### src/sv/bblru_pkg.sv
// shared types and constants of the byte budget lru cache directory
package bblru_pkg;

    localparam int ENTRIES = 16;
    localparam int IDX_W = $clog2(ENTRIES);
    localparam int CNT_W = $clog2(ENTRIES + 1);
    localparam logic [31:0] LIMIT_RESET = 32'd16777216;
    localparam int QDEPTH = 2;

    typedef enum logic [1:0] {
        OP_PUT = 2'd0,
        OP_LOOKUP = 2'd1,
        OP_CLEAR = 2'd2,
        OP_NONE = 2'd3
    } opcode_t;

    typedef enum logic [2:0] {
        ST_EVICTED = 3'd0,
        ST_STORED = 3'd1,
        ST_TOO_LARGE = 3'd2,
        ST_HIT = 3'd3,
        ST_MISS = 3'd4,
        ST_DUPLICATE = 3'd5,
        ST_CLEARED = 3'd6
    } status_t;

    typedef struct packed {
        logic [1:0] opcode;
        logic [31:0] key;
        logic [31:0] size;
    } cmd_t;

    typedef struct packed {
        logic [2:0] status;
        logic [31:0] key;
        logic [31:0] size;
        logic [31:0] used;
        logic last;
    } result_t;

    typedef enum logic [2:0] {
        BK_IDLE,
        BK_SEARCH,
        BK_EVICT,
        BK_STORE,
        BK_EMIT
    } bk_state_t;

endpackage

### src/sv/byte_budget_lru_cache_directory_unit.sv
// top level of the byte budget lru cache directory
// Queue-style channels. Commands enter on push/full (opcode, resource_key,
// resource_size); a transaction is taken when push is high and full is low.
// Results leave on empty/pop: the oldest result sits on status, entry_key,
// entry_size, bytes_used and last while empty is low, taken when pop is high.
// memory_limit (limit_reg) is written over cfg_valid/cfg_ready; the user must
// write it only while the block is idle, which the block does not enforce.
// A two-entry command queue decouples the input side from the sequencer.
// Per command the sequencer dequeues it (IDLE) and searches all keys in
// parallel (SEARCH); a lookup, clear or rejected put then emits its result
// (EMIT). A put evicts one entry per EVICT pass until none is needed, up to
// ENTRIES of them, then stores (STORE) and emits (EMIT). The eviction loop
// is the limit on throughput. A stalled pop holds the result register and
// the sequencer waits; commands keep queuing until the queue is full.
// Reset empties the directory, sets bytes in use to zero and the limit
// to 16777216. Opcode 3 is dropped and produces no result.
module byte_budget_lru_cache_directory_unit
    import bblru_pkg::*;
(
    input  logic        clk,
    input  logic        rst_n,
    input  logic        push,
    output logic        full,
    input  logic [1:0]  opcode,
    input  logic [31:0] resource_key,
    input  logic [31:0] resource_size,
    output logic        empty,
    input  logic        pop,
    output logic [2:0]  status,
    output logic [31:0] entry_key,
    output logic [31:0] entry_size,
    output logic [31:0] bytes_used,
    output logic        last,
    input  logic        cfg_valid,
    output logic        cfg_ready,
    input  logic [31:0] cfg_data
);

    logic [31:0] limit_reg;
    logic cmd_valid, cmd_take, res_valid;
    cmd_t cmd;
    result_t res;

    // limit register
    assign cfg_ready = 1'b1;
    always_ff @(posedge clk or negedge rst_n)
    begin
        if (!rst_n) limit_reg <= LIMIT_RESET;
        else if (cfg_valid) limit_reg <= cfg_data;
    end

    bblru_front u_front (
        .clk(clk), .rst_n(rst_n), .push(push), .full(full), .opcode(opcode),
        .resource_key(resource_key), .resource_size(resource_size),
        .cmd_valid(cmd_valid), .cmd(cmd), .cmd_take(cmd_take)
    );

    bblru_back u_back (
        .clk(clk), .rst_n(rst_n), .limit(limit_reg), .cmd_valid(cmd_valid),
        .cmd(cmd), .cmd_take(cmd_take), .res_valid(res_valid), .res(res),
        .res_take(pop)
    );

    // result ports
    assign empty = !res_valid;
    assign status = res.status;
    assign entry_key = res.key;
    assign entry_size = res.size;
    assign bytes_used = res.used;
    assign last = res.last;

    // a held result stays put while stalled
    a_hold: assert property (@(posedge clk) disable iff (!rst_n)
        (!empty && !pop) |=> (!empty && $stable(entry_key) && $stable(status)))
        else $error("result changed while stalled");

    // eviction results are never final
    a_evict_last: assert property (@(posedge clk) disable iff (!rst_n)
        (!empty && status == ST_EVICTED) |-> !last)
        else $error("eviction flagged as last");

    // clear reports zero usage
    a_clear: assert property (@(posedge clk) disable iff (!rst_n)
        (!empty && status == ST_CLEARED) |-> (bytes_used == '0))
        else $error("clear with nonzero usage");

endmodule

### src/sv/bblru_front.sv
// input stage and command queue between front and back
module bblru_front
    import bblru_pkg::*;
(
    input  logic        clk,
    input  logic        rst_n,
    input  logic        push,
    output logic        full,
    input  logic [1:0]  opcode,
    input  logic [31:0] resource_key,
    input  logic [31:0] resource_size,
    output logic        cmd_valid,
    output cmd_t        cmd,
    input  logic        cmd_take
);

    cmd_t q_reg [QDEPTH];
    logic [$clog2(QDEPTH)-1:0] wp_reg, rp_reg;
    logic [$clog2(QDEPTH+1)-1:0] cnt_reg;
    logic do_push, do_pop;

    // unused opcode never enters the queue
    assign full = (cnt_reg == QDEPTH[$clog2(QDEPTH+1)-1:0]);
    assign do_push = push && !full && (opcode != OP_NONE);
    assign cmd_valid = (cnt_reg != '0);
    assign do_pop = cmd_take && cmd_valid;
    assign cmd = q_reg[rp_reg];

    // queue storage
    always_ff @(posedge clk)
    begin
        if (do_push)
        begin
            q_reg[wp_reg] <= '{opcode: opcode, key: resource_key, size: resource_size};
        end
    end

    // queue pointers
    always_ff @(posedge clk or negedge rst_n)
    begin
        if (!rst_n)
        begin
            wp_reg <= '0;
            rp_reg <= '0;
            cnt_reg <= '0;
        end
        else
        begin
            if (do_push) wp_reg <= wp_reg + 1'b1;
            if (do_pop) rp_reg <= rp_reg + 1'b1;
            if (do_push && !do_pop) cnt_reg <= cnt_reg + 1'b1;
            else if (do_pop && !do_push) cnt_reg <= cnt_reg - 1'b1;
        end
    end

endmodule

### src/sv/bblru_back.sv
// directory state and the sequencer that carries out one command
module bblru_back
    import bblru_pkg::*;
(
    input  logic        clk,
    input  logic        rst_n,
    input  logic [31:0] limit,
    input  logic        cmd_valid,
    input  cmd_t        cmd,
    output logic        cmd_take,
    output logic        res_valid,
    output result_t     res,
    input  logic        res_take
);

    bk_state_t state_reg, state_next;
    logic [31:0] keys_reg [ENTRIES];
    logic [31:0] sizes_reg [ENTRIES];
    logic [ENTRIES-1:0] valid_reg;
    logic [IDX_W-1:0] rank_reg [ENTRIES];
    logic [31:0] used_reg;
    logic [CNT_W-1:0] count_reg;
    cmd_t cur_reg;
    result_t res_reg;
    logic res_valid_reg;

    logic hit;
    logic [IDX_W-1:0] hit_idx, old_idx, free_idx;
    logic [31:0] room;
    logic need_evict;
    logic out_free;
    logic emit_now;

    // parallel match, oldest and free slot search over the flop table
    always_comb
    begin
        hit = 1'b0;
        hit_idx = '0;
        old_idx = '0;
        free_idx = '0;
        for (int i = ENTRIES - 1; i >= 0; i--)
        begin
            if (valid_reg[i] && keys_reg[i] == cur_reg.key)
            begin
                hit = 1'b1;
                hit_idx = IDX_W'(i);
            end
            if (!valid_reg[i]) free_idx = IDX_W'(i);
            if (valid_reg[i] && rank_reg[i] == IDX_W'(count_reg - 1'b1)) old_idx = IDX_W'(i);
        end
    end

    assign room = limit - cur_reg.size;
    assign need_evict = (count_reg != '0) &&
        ((used_reg > room) || (count_reg == CNT_W'(ENTRIES)));

    // result register is free when empty or being taken this cycle
    assign out_free = !res_valid_reg || res_take;
    assign emit_now = out_free &&
        ((state_reg == BK_EVICT && need_evict) || (state_reg == BK_EMIT));

    assign res_valid = res_valid_reg;
    assign res = res_reg;
    assign cmd_take = (state_reg == BK_IDLE) && cmd_valid;

    // next state
    always_comb
    begin
        state_next = state_reg;
        case (state_reg)
            BK_IDLE:
                if (cmd_valid) state_next = BK_SEARCH;
            BK_SEARCH:
                if (out_free)
                    state_next = (cur_reg.opcode == OP_PUT && cur_reg.size <= limit && !hit)
                        ? BK_EVICT : BK_EMIT;
            BK_EVICT:
                if (out_free)
                    state_next = need_evict ? BK_EVICT : BK_STORE;
            BK_STORE:
                state_next = BK_EMIT;
            BK_EMIT:
                if (out_free) state_next = BK_IDLE;
            default:
                state_next = BK_IDLE;
        endcase
    end

    // sequencer and directory update
    always_ff @(posedge clk or negedge rst_n)
    begin
        if (!rst_n)
        begin
            state_reg <= BK_IDLE;
            valid_reg <= '0;
            used_reg <= '0;
            count_reg <= '0;
            res_valid_reg <= 1'b0;
            for (int i = 0; i < ENTRIES; i++) rank_reg[i] <= '0;
        end
        else
        begin
            state_reg <= state_next;
            if (emit_now) res_valid_reg <= 1'b1;
            else if (res_take) res_valid_reg <= 1'b0;
            case (state_reg)
                BK_IDLE:
                    if (cmd_valid) cur_reg <= cmd;
                BK_SEARCH:
                    if (out_free)
                    begin
                        if (cur_reg.opcode == OP_CLEAR)
                        begin
                            valid_reg <= '0;
                            used_reg <= '0;
                            count_reg <= '0;
                            res_reg <= '{status: ST_CLEARED, key: '0, size: '0,
                                         used: '0, last: 1'b1};
                        end
                        else if (cur_reg.opcode == OP_LOOKUP)
                        begin
                            res_reg <= '{status: hit ? ST_HIT : ST_MISS, key: cur_reg.key,
                                         size: hit ? sizes_reg[hit_idx] : 32'd0,
                                         used: used_reg, last: 1'b1};
                            if (hit)
                            begin
                                for (int i = 0; i < ENTRIES; i++)
                                    if (valid_reg[i] && rank_reg[i] < rank_reg[hit_idx])
                                        rank_reg[i] <= rank_reg[i] + 1'b1;
                                rank_reg[hit_idx] <= '0;
                            end
                        end
                        else if (cur_reg.size > limit)
                        begin
                            res_reg <= '{status: ST_TOO_LARGE, key: cur_reg.key,
                                         size: cur_reg.size, used: used_reg, last: 1'b1};
                        end
                        else if (hit)
                        begin
                            res_reg <= '{status: ST_DUPLICATE, key: cur_reg.key,
                                         size: sizes_reg[hit_idx], used: used_reg,
                                         last: 1'b1};
                        end
                        else
                        begin
                            // a put that passes search must not reuse stale status
                            res_reg.status <= ST_STORED;
                        end
                    end
                BK_EVICT:
                    if (out_free && need_evict)
                    begin
                        valid_reg[old_idx] <= 1'b0;
                        count_reg <= count_reg - 1'b1;
                        used_reg <= used_reg - sizes_reg[old_idx];
                        res_reg <= '{status: ST_EVICTED, key: keys_reg[old_idx],
                                     size: sizes_reg[old_idx],
                                     used: used_reg - sizes_reg[old_idx], last: 1'b0};
                    end
                BK_STORE:
                begin
                    for (int i = 0; i < ENTRIES; i++)
                        if (valid_reg[i]) rank_reg[i] <= rank_reg[i] + 1'b1;
                    rank_reg[free_idx] <= '0;
                    valid_reg[free_idx] <= 1'b1;
                    keys_reg[free_idx] <= cur_reg.key;
                    sizes_reg[free_idx] <= cur_reg.size;
                    count_reg <= count_reg + 1'b1;
                    used_reg <= used_reg + cur_reg.size;
                end
                BK_EMIT:
                    if (out_free && cur_reg.opcode == OP_PUT &&
                        res_reg.status != ST_TOO_LARGE && res_reg.status != ST_DUPLICATE)
                        res_reg <= '{status: ST_STORED, key: cur_reg.key,
                                     size: cur_reg.size, used: used_reg, last: 1'b1};
                default: ;
            endcase
        end
    end

endmodule

### config.mk
export PLATFORM = sky130hd
export DESIGN_NAME = byte_budget_lru_cache_directory_unit
export DESIGN_NICKNAME = d
export VERILOG_FILES = /design/src/sv/bblru_pkg.sv /design/src/sv/byte_budget_lru_cache_directory_unit.sv /design/src/sv/bblru_front.sv /design/src/sv/bblru_back.sv
export SDC_FILE = /design/constraint.sdc
export NUM_CORES = 2
export LEC_CHECK = 0
export BUFFER_PORTS_ARGS = -buffer_cell sky130_fd_sc_hd__buf_4
export CAP_MARGIN = 10
export CORE_ASPECT_RATIO = 1.75
export CORE_MARGIN = 2
export CORE_UTILIZATION = 50
export DETAILED_ROUTE_END_ITERATION = 7
export PLACE_DENSITY_LB_ADDON = 0.15
export REMOVE_ABC_BUFFERS = 1
export SETUP_SLACK_MARGIN = 0.05
export SLEW_MARGIN = 0
export SYNTH_ARGS = -nofsm -noshare
export SYNTH_HDL_FRONTEND = slang
export SYNTH_HIERARCHICAL = 1
export SYNTH_SLANG_ARGS = --single-unit
### constraint.sdc
create_clock -name clk -period 8.1 [get_ports clk]
set_clock_uncertainty 0.05 [all_clocks]
set_input_delay 1.215 -clock clk [delete_from_list [all_inputs] [get_ports clk]]
set_output_delay 1.215 -clock clk [all_outputs]
set_load 0.1 [all_outputs]
==> impl_summary.txt <==
----------------------------------------------------
[Status]
  Result of the run ... completed

[Clock network]
  Clock input transition at the sequential cells of the worst setup and hold paths ... 0.07 ns
  TritonCTS clock tree ... yes
  Clock tree buffer depth ... 4
  Source-to-sink clock delay at the later pin of the worst-skew pair ... 0.85 ns
  Number of clock sinks ... 1479
  Depth of the CTS H-tree ... 4
  Number of buffers created by CTS ... 150
  Quantity of hold-fixing buffers added after cts ... 0
  Root buffer cell ... clkbuf_16

[Synthesis]
  Register area share after synthesis ... 54.0%
  Yosys warning count ... 6
  Count of state elements after synthesis ... 1479
  Mapped Area ... 80700 sq um
  Post-synthesis async set-or-reset flop share ... 10.6%
  Gate count of the mapped netlist ... 7467
  Synth unique cells ... 109
  Synthesized area per cell ... 10.8 sq um
  Count of flip-flops with a built-in enable after synthesis ... 1322
  Top_reg_cell synth ... edfxtp_1

[Setup path]
  Critical Path Most Common Cell ... buf_4
  CP Capture Type ... flop
  Startpoint Class ... flop
  Delay of the slowest cell on the worst path ... 0.44 ns
  Critical setup path kind ... reg2reg
  Standard cell with the maximum stage delay on the critical path ... dfrtp_2
  Worst-path fanout max ... 17
  Required arrival time at the worst endpoint ... 8.64 ns
  Arrival time at the worst endpoint ... 8.17 ns
  Worst reg2reg path depth ... 36

[STA]
  Number of failing hold endpoints at the final stage ... 0
  Slew HR ... 2.77%
  Slew Limit Fails ... 0
  Ratio of final minimum period to clock period ... 94.2%
  Timing-limited maximum frequency ... 131 MHz
  Final Hold Slack ... 0.334 ns
  Worst-margin pin slew ... 1.45 ns
  Tmin final ... 7.63 ns
  Final setup vio count ... 0
  Setup total negative slack ... 0 ns
  Unrepaired setup endpoints after global routing ... no

[Floorplanning]
  Floorplan Core Area ... 161000 sq um
  I/O Pins ... 206
  Floorplan die width ... 308 microns
  Starting utilization of the core area ... 50.2%
  Die Area ... 165000 sq um
  Die Span Y ... 536 microns
  Row Count ... 195

[Routing]
  Post-DR wirelength/cell ... 33.0 microns
  Vias after detailed routing ... 65300
  Number of search-and-repair iterations in the first detailed-routing pass ... 8
  Via density per instance ... 6.61
  Number of nets with antenna violations after routing ... 0
  Total wirelength of the detailed-routed design ... 326000 microns
  Violation count after the first detailed-route iteration ... 7412
  Drc violations ... 0

[Pwr]
  Maximum VDD drop ... 0.000272 V
  Leak pwr ... 33.4 nW
  Power density cells ... 364 nW/um^2

[Min path]
  Hold crit path type ... in2async

[GRT]
  Total overflow reported by the global router ... 0
  Number of antenna violations at the first check in global routing ... 20
  Number of global-route vias before repair ... 64300
  Wire length of the first global-routing pass ... 455000 microns
  Largest net degree at the start of global routing ... 176
  GRT Total Usage ... 38.7%

[Layout]
  Area growth, synth to finish ... 12.5%
  Commonest non-fill, non-tap cells in the layout ... nand2_1 (1398), edfxtp_1 (1322), buf_4 (489)
  Post-route cell area ... 90800 sq um
  Final Util ... 56.5%
  Post-layout net count ... 7996
  Layout cells sized above 1 ... 14.1%
  Commonest non-fill, non-tap cell in the layout ... nand2_1
  Fillers ... 13500

[Job]
  Maximum capacitance violations ... 0

[Placement]
  Count of buffers from port buffering ... 204
  Half-perimeter wire length of the detailed placement result ... 220000 microns
  RePlAce Congestion ... 1.05
  Cell area after placement ... 85600 sq um

----------------------------------------------------
-- synthesized netlist by cell type, types with 34 or more instances --
cell type / n / share of area [%]
nand2b_1: 39 / 0.30
nor4_1: 194 / 1.5
a21oi_1: 368 / 2.3
a31oi_1: 175 / 1.4
xnor2_1: 169 / 1.8
or4_1: 36 / 0.33
o21a_1: 34 / 0.32
o21ai_0: 264 / 1.6
nand4_1: 78 / 0.60
or3_1: 39 / 0.30
edfxtp_1: 1322 / 49
xor2_1: 482 / 5.2
buf_6: 51 / 0.71
nand2_1: 1400 / 6.5
dfrtp_1: 156 / 4.8
clkbuf_1: 257 / 1.2
ha_1: 194 / 3.0
mux2i_1: 152 / 1.9
inv_1: 125 / 0.58
mux2_2: 175 / 2.4
nand3_1: 376 / 2.3
buf_1: 58 / 0.27
buf_2: 64 / 0.40
nor2b_1: 36 / 0.28
and3_1: 153 / 1.2
a21o_1: 44 / 0.41
nor2_1: 287 / 1.3
nor3_1: 92 / 0.57
o22ai_1: 95 / 0.74
o31ai_1: 51 / 0.47
mux2_4: 60 / 1.1
-- critical path: cells and delay by family (launching register included) --
kind	cells	cell delay, ns
AOI/OAI and AO/OA	16	3.34
xor gates and xnor gates	2	0.31
adders and majority gates	3	0.90
buffers and inverters	8	1.30
DFF	1	0.44
and+or+nand+nor	7	1.05
-- final timing paths --
check | startpoint | end | slack (ns)
setup / recovery | u_back/count_reg[0]$_DFFE_PN0P_ | u_back/res[31]$_DFFE_PP_ | 0.47
hold / removal | rst_n | u_front/wp_reg$_DFFE_PN0P_ | 0.33
setup reg to reg | u_back/count_reg[0]$_DFFE_PN0P_ | u_back/res[31]$_DFFE_PP_ | 0.47
hold reg to reg | u_front/cnt_reg[1]$_DFFE_PN0P_ | u_front/cnt_reg[1]$_DFFE_PN0P_ | 0.44
max in group asynchronous | rst_n | limit_reg[19]$_DFFE_PN0P_ | 6.30
min in group clk | u_front/cnt_reg[1]$_DFFE_PN0P_ | u_front/cnt_reg[1]$_DFFE_PN0P_ | 0.44
-- area by class of cell --
class                      count  area, sq um  area share (%)
multi-input combinational   5411        34800            38.3
clock buffer                 175         3950            4.35
timing repair buffer         527         4400            4.85
antenna                        7         17.5          0.0193
tap                         2068         2590            2.85
clock inverter                87          931            1.03
sequential                  1479        43600            48.1
inverter                     127          483           0.532
-- through the flow --
step | setup slack [ns] | cells | total power, W
4_1_cts | 0.0703 | 9861 | 0.0324
3_5_place_dp | 0.0216 | 9599 | 0.0252
5_1_grt | 0.0213 | 9875 | 0.0342
2_1_floorplan | -26.65 | 7016 | 0.0199
6_report | 0.469 | 9881 | 0.0331
3_3_place_gp | 0.157 | 9599 | 0.0251
-- cells by family after synthesis --
family	count (synthesis)	share of synthesized area, %
xor gates and xnor gates	653	7.10
buffers and inverters	578	3.41
other	1	0.00464
AOI/OAI and AO/OA	1306	10.2
muxes	389	5.47
DFF	1479	54.0
and+or+nand+nor	2864	16.7
adders and majority gates	197	3.08
-- repair_timing --
item,CTS,global route
gates cloned,0,4
buffers inserted,0,4
setup endpoints to repair,1,33
pin swaps,0,2
endpoints found under the hold margin,0,0
resized for setup,1,21
-- where the power goes --
group | switching [W] | internal (W)
logic | 0.0105 | 0.00498
registers | 0.000876 | 0.00947
clock network | 0.00312 | 0.00405
-- routing by layer --
| layer | GRT usage (%) | up-vias | share of wire (%) |
|---|---|---|---|
| li1 | - | 27900 | - |
| met1 | 40.7 | 32100 | 32 |
| met2 | 64.2 | 3955 | 47 |
| met3 | 7.73 | 1375 | 8.6 |
| met4 | 37.1 | 14 | 12 |
| met5 | 0 | - | 0.026 |
No activity file was read; power rests on OpenSTA's default activity.
